--- src/pxt_pkg.sv ---
// shared types, constants and latency helpers for the pose extrapolator
package pxt_pkg;

	localparam int FRAC_BITS_DEF = 16;
	localparam int AXES_PER_ITEM = 3;
	localparam int FACTOR_W = 24;
	localparam int FACTOR_MAX = 8388607;
	localparam int FACTOR_MIN = -8388608;
	localparam int CFG_W = 5;
	localparam int LANE_LAT = 3;
	localparam logic [3:0] SOFT_LIMIT_RST = 4'd3;
	localparam logic [4:0] ASYMPTOTE_RST = 5'd5;

	typedef enum logic {
		REG_SOFT_LIMIT,
		REG_ASYMPTOTE
	} cfg_reg_t;

	typedef struct packed {
		logic [31:0] prev_stamp;
		logic [31:0] cur_stamp;
		logic [31:0] now_stamp;
		logic signed [31:0] prev_a;
		logic signed [31:0] cur_a;
		logic signed [31:0] prev_b;
		logic signed [31:0] cur_b;
		logic signed [31:0] prev_c;
		logic signed [31:0] cur_c;
	} cmd_t;

	typedef struct packed {
		logic signed [31:0] out_a;
		logic signed [31:0] out_b;
		logic signed [31:0] out_c;
		logic signed [FACTOR_W-1:0] factor;
	} res_t;

	function automatic int div1_w(int f);
		return 32 + f;
	endfunction

	function automatic int div2_w(int f);
		return 9 + 2 * f;
	endfunction

	function automatic int factor_lat(int f);
		return div1_w(f) + div2_w(f) + 3;
	endfunction

	function automatic int total_lat(int f);
		return factor_lat(f) + LANE_LAT + 1;
	endfunction

endpackage

--- src/pxt_lane.sv ---
// one axis lane: delta times factor, floor scaling, add and saturate
module pxt_lane #(
	parameter int FRAC_BITS = pxt_pkg::FRAC_BITS_DEF
) (
	input  logic                                clk,
	input  logic signed [31:0]                  prev,
	input  logic signed [31:0]                  cur,
	input  logic signed [pxt_pkg::FACTOR_W-1:0] factor,
	output logic signed [31:0]                  res
);

	localparam int PW = 33 + pxt_pkg::FACTOR_W;
	localparam logic signed [PW:0] RMAX = (PW + 1)'(64'sd2147483647);
	localparam logic signed [PW:0] RMIN = (PW + 1)'(-64'sd2147483648);

	logic signed [32:0]                  diff_s1;
	logic signed [31:0]                  cur_s1, cur_s2;
	logic signed [pxt_pkg::FACTOR_W-1:0] fac_s1;
	logic signed [PW-1:0]                prod_s2;

	always_ff @(posedge clk) begin
		diff_s1 <= $signed({cur[31], cur}) - $signed({prev[31], prev});
		cur_s1 <= cur;
		fac_s1 <= factor;
		prod_s2 <= diff_s1 * fac_s1;
		cur_s2 <= cur_s1;
	end

	logic signed [PW-1:0] sh;
	logic signed [PW:0]   sum;
	assign sh = prod_s2 >>> FRAC_BITS;
	assign sum = (PW + 1)'(sh) + (PW + 1)'(cur_s2);

	always_ff @(posedge clk) begin
		if (sum > RMAX) res <= 32'sh7fffffff;
		else if (sum < RMIN) res <= 32'sh80000000;
		else res <= sum[31:0];
	end

endmodule

--- config.mk ---
export PLATFORM = sky130hd
export DESIGN_NAME = pxt_lane
export DESIGN_NICKNAME = d
export VERILOG_FILES = /design/src/pxt_pkg.sv /design/src/pxt_lane.sv
export SDC_FILE = /design/constraint.sdc
export NUM_CORES = 2
export LEC_CHECK = 0
export BUFFER_PORTS_ARGS = -buffer_cell sky130_fd_sc_hd__buf_2
export CORE_AREA = 8 8 292 365
export CTS_CLUSTER_SIZE = 20
export DETAILED_ROUTE_END_ITERATION = 10
export DIE_AREA = 0 0 300 373
export SLEW_MARGIN = 15
export SYNTH_ARGS = -nofsm -noshare
export SYNTH_HDL_FRONTEND = slang
export SYNTH_SLANG_ARGS = --single-unit
--- constraint.sdc ---
create_clock -name clk -period 17.3 [get_ports clk]
set_input_delay 3.46 -clock clk [delete_from_list [all_inputs] [get_ports clk]]
set_output_delay 3.46 -clock clk [all_outputs]
set_load 0.03 [all_outputs]
# ---- Yosys cells after proc, flatten, opt, wreduce, memory -nomap -nowiden
# Cells that the tools add are included.
dict set report word_totals {
  rom_bits 0
  input_bits 89
  out_inout_bits 32
  reg_bits 210
  ramBits 0
  mem_count 0
  latch_bits 0
}
dict set report classes {
  n_mul 1
  magnitude_cmp 2
  n_bitwise 0
  n_eq_ne 0
  add_sub_neg 2
  reduce_logical 0
  div 0
  n_mux 1
  n_shift 0
}
# operator n
set ops {}
lappend ops {{multiplier 33 x 24 -> 57 bit} 1}
lappend ops {{adder 41 x 32 -> 42 bit} 1}
lappend ops {{greater-than comparator 42 x 32 -> 1 bit (second input constant)} 1}
lappend ops {{less-than comparator 42 x 32 -> 1 bit (second input constant)} 1}
lappend ops {{subtractor 32 x 32 -> 33 bit} 1}
lappend ops {{two-way mux 32 bit} 1}

# ---- Depth between registers and ports, before layout
dict set report logic_depth {
  depth_word 3
  ltp_mapped 29
}

# ---- Worst setup path after synthesis
# Ideal clock, no wire load.
dict set report synth_path {
  kind {register to register}
  start {register diff_s1[12]}
  end {register prod_s2[47]}
  setup_time_ns 0.072
  required_time_ns 17.228
  slack_ns 10.384
  n_path_buf 2
  stages_incl_launch_ff 28
  arrival_ns 6.843
  cell_sequence {dfxtp_1 > clkbuf_1 > nand2_1 > fa_1 > inv_1 > fa_1 > inv_1 > fa_1 > fa_1 > inv_1 > fa_1 > fa_1 > inv_1 > fa_1 > inv_1 > ha_1 > a21oi_1 > nand2_1 > a211oi_1 > nor2b_1 > a21oi_1 > or2_1 > clkbuf_1 > a211o_1 > a221oi_2 > o21ai_1 > a311oi_1 > xnor2_1}
}
dict set report synth_between {
  elab_chain_len 1
}
# element line
set synth_rtl {}
lappend synth_rtl {{start: declaration} pxt_lane.sv:16} ;# logic signed [32:0] diff_s1;
lappend synth_rtl {{start signal: assignment} pxt_lane.sv:22} ;# diff_s1 <= $signed({cur[31], cur}) - $signed({prev[31], prev});
lappend synth_rtl {{multiplier 33 x 24 -> 57 bit} pxt_lane.sv:25} ;# prod_s2 <= diff_s1 * fac_s1;
lappend synth_rtl {{end signal: assignment} pxt_lane.sv:25}
lappend synth_rtl {{end: declaration} pxt_lane.sv:19} ;# logic signed [PW-1:0] prod_s2;
# No other way between the ends.
# A chain may end at the register's enable or synchronous reset.

# ---- Worst setup path after layout
dict set report layout_path {
  start {register fac_s1[23] (netlist name)}
  end {register prod_s2[55]}
}
dict set report layout_between {
  elab_chain_len 1
}
# element line
set layout_rtl {}
lappend layout_rtl {{start: declaration} pxt_lane.sv:18} ;# logic signed [pxt_pkg::FACTOR_W-1:0] fac_s1;
lappend layout_rtl {{start signal: assignment} pxt_lane.sv:24} ;# fac_s1 <= factor;
lappend layout_rtl {{multiplier 33 x 24 -> 57 bit} pxt_lane.sv:25}
# No other way between the ends.

==> results.json <==
{
  "synth_seq_area_share_pct": 11.1,
  "synthFlopType": "dfxtp_1",
  "syn_area_per_cell_um2": 9.49,
  "portBuffers": 120,
  "wirelength_um": 94900,
  "setup_tns_ns": 0,
  "cts_tree": "yes",
  "clockBufferDepth": 2,
  "path_clk_slew_ns": 0.11,
  "outcome": "finished clean",
  "row_count": 131,
  "min_period_ns": 8.16,
  "die_h_um": 373,
  "start_util_pct": 34.6,
  "final_common_cell": "inv_1",
  "antenna_found_initial": 1,
  "synth.top_cells.by_area": "fa_1 (46%), dfxtp_1 (11%), inv_1 (9.0%), ha_1 (7.9%), and2_1 (6.7%)",
  "max_clock_freq_mhz": 123,
  "synth_top_area_share_pct": 46.1,
  "fin_area_um2": 37600,
  "via_per_inst": 4.89,
  "synth_top_cell_by_area": "fa_1",
  "async_reset_ff_share_pct": 0,
  "die_area_um2": 112000,
  "hold_path.class": "reg -> reg",
  "dpl_cell_area_um2": 37000,
  "nets": 4835,
  "netlist_area_um2": 35000,
  "route.met3.wl_um": 3830,
  "clk_latency_ns": 0.53,
  "postCtsSetupRepairBufs": 0,
  "synth_edf_count": 0,
  "min_period_over_period_pct": 47.2,
  "final_cell_mix": "inv_1 (839), fa_1 (806), nand2_1 (446)",
  "hpwl_um": 74500,
  "vias": 24800,
  "drtIter0Drc": 1298,
  "io_pins": 121,
  "die_x_um": 300,
  "track_usage_pct": 17.7,
  "yosysWarnings": 0,
  "overflow": 0,
  "dpl_worst_slack_ns": 9.20,
  "ys_seq_elements": 194,
  "place.gp.congestion": 0.863,
  "cp.required_ns": 17.70,
  "cts.hold.buffers_added": 0,
  "dr.pass1.iters": 5,
  "area_growth_pct": 7.59,
  "cts_max_level": 4,
  "critical_path_arrival_ns": 8.56,
  "grt_max_degree": 34,
  "root_buffer": "clkbuf_16",
  "maxSlewViolCount": 0,
  "fin_ws_ns": 9.14,
  "worstPathMaxFanout": 27,
  "drt-met1-wl_um": 34300,
  "hold_violations": 0,
  "core-area_um2": 101000,
  "endpoint_kind": "register",
  "grt_first_pass_wirelength_um": 153000,
  "numClockSinks": 194,
  "top_layer": "met4",
  "synth_fp_nets": 4803,
  "slew_headroom_pct": 23.7,
  "critPathKind": "reg -> reg",
  "yosysUniqueCellTypes": 72,
  "numCtsBuffers": 17,
  "rsz0062_at_grt": "no",
  "cp-start-kind": "register",
  "max_cap_violations": 0,
  "tightest_slew_ns": 1.14,
  "grt_pass1_vias": 27600,
  "syn_inst": 3687,
  "drc": 0,
  "layout-drive-gt1-share_pct": 7.15,
  "cts_resized": 0,
  "skew_ns": 0.0339,
  "finalSetupViolCount": 0,
  "ant_nets": 0,
  "route.met2.wl_um": 51100,
  "routedWlPerCell_um": 18.7
}
## through the flow
stage | instances | hold slack (ns) | util (%)
after floorplan | 3687 | 0.310 | -
after global placement | 5030 | 0.310 | 36.6
after detailed placement | 5030 | 0.312 | 36.6
after CTS | 5062 | 0.331 | 37.3
after global routing | 5062 | 0.334 | 37.3
final | 5064 | 0.328 | 37.3
## sequential cells by signal, summed over array words and instances (netlist names)
name / flops
prod_s2: 41
cur_s1: 32
cur_s2: 32
res: 32
fac_s1: 24
diff_s1: 33
## synthesized netlist by cell type, types with 5 or more instances
master	n
inv_1	839
fa_1	806
nand2_1	446
and2_1	372
ha_1	221
dfxtp_1	194
clkbuf_1	145
a21oi_1	99
nor2_1	82
xnor2_1	68
a21o_1	54
o21ai_0	43
xor2_1	38
o21ai_2	31
o21a_1	21
nand2b_1	19
nand3_1	19
nand4_1	15
nor3_1	15
nor2b_1	14
a211oi_1	11
and3_1	11
o21ai_1	10
a31oi_1	8
a211o_1	7
o21bai_1	7
buf_6	6
o211ai_1	5
## logic make-up (layout without fill, tap and decap cells)
family,Yosys count,count (layout),share of synthesized area [%]
AND/OR/NAND/NOR,1012,1012,14.3
AO/OA/AOI/OAI,347,347,6.97
buffers and inverters,997,1042,10.9
XOR/XNOR,107,107,2.70
other,0,2,0
adder cells (fa/ha/maj),1027,1027,54.0
flip-flops,194,194,11.1
multiplexers,3,3,0.0858
## worst max-delay path: stages (launching register included)
cell and delay, ns:
dfxtp_1 0.66, clkinv_1 0.89, nor2_1 0.36, fa_1 0.47, fa_1 0.51, fa_1 0.43
fa_1 0.51, fa_1 0.43, fa_1 0.49, inv_1 0.05, fa_1 0.50, inv_1 0.05
ha_1 0.34, and3_1 0.20, nand2_1 0.08, nor2_1 0.08, o21ai_0 0.07, a21oi_1 0.20
o31ai_1 0.20, a211oi_1 0.47, o21ai_0 0.27, a21oi_1 0.30, nor2_1 0.11, a311o_1 0.35
## routing by layer
metal	up-vias	track usage [%]
met2	681	32.8
met4	0	9.27
li1	11000	-
met3	265	2.19
met5	-	0
met1	12800	19.5
## area by class of cell
cell class	instances	area (um2)
antenna	2	5.00
clock buffer	17	425
clock inverter	15	215
fill	10300	63300
inverter	840	3150
multi-input combinational	2496	27300
sequential	194	3900
tap	1330	1660
timing repair buffer	170	976
## worst paths after layout
path / startpoint / endpoint / slack, ns / cells past startpoint
setup / recovery: fac_s1[23] / prod_s2[55] / 9.14 / 23
hold reg to reg: cur_s1[17] / cur_s2[17] / 0.33 / 0
setup reg to reg: fac_s1[23] / prod_s2[55] / 9.14 / 23
hold / removal: cur_s1[17] / cur_s2[17] / 0.33 / 0
Power is not shown: default switching activity piles up to over one toggle a cycle in this logic, so the estimate is an artifact.
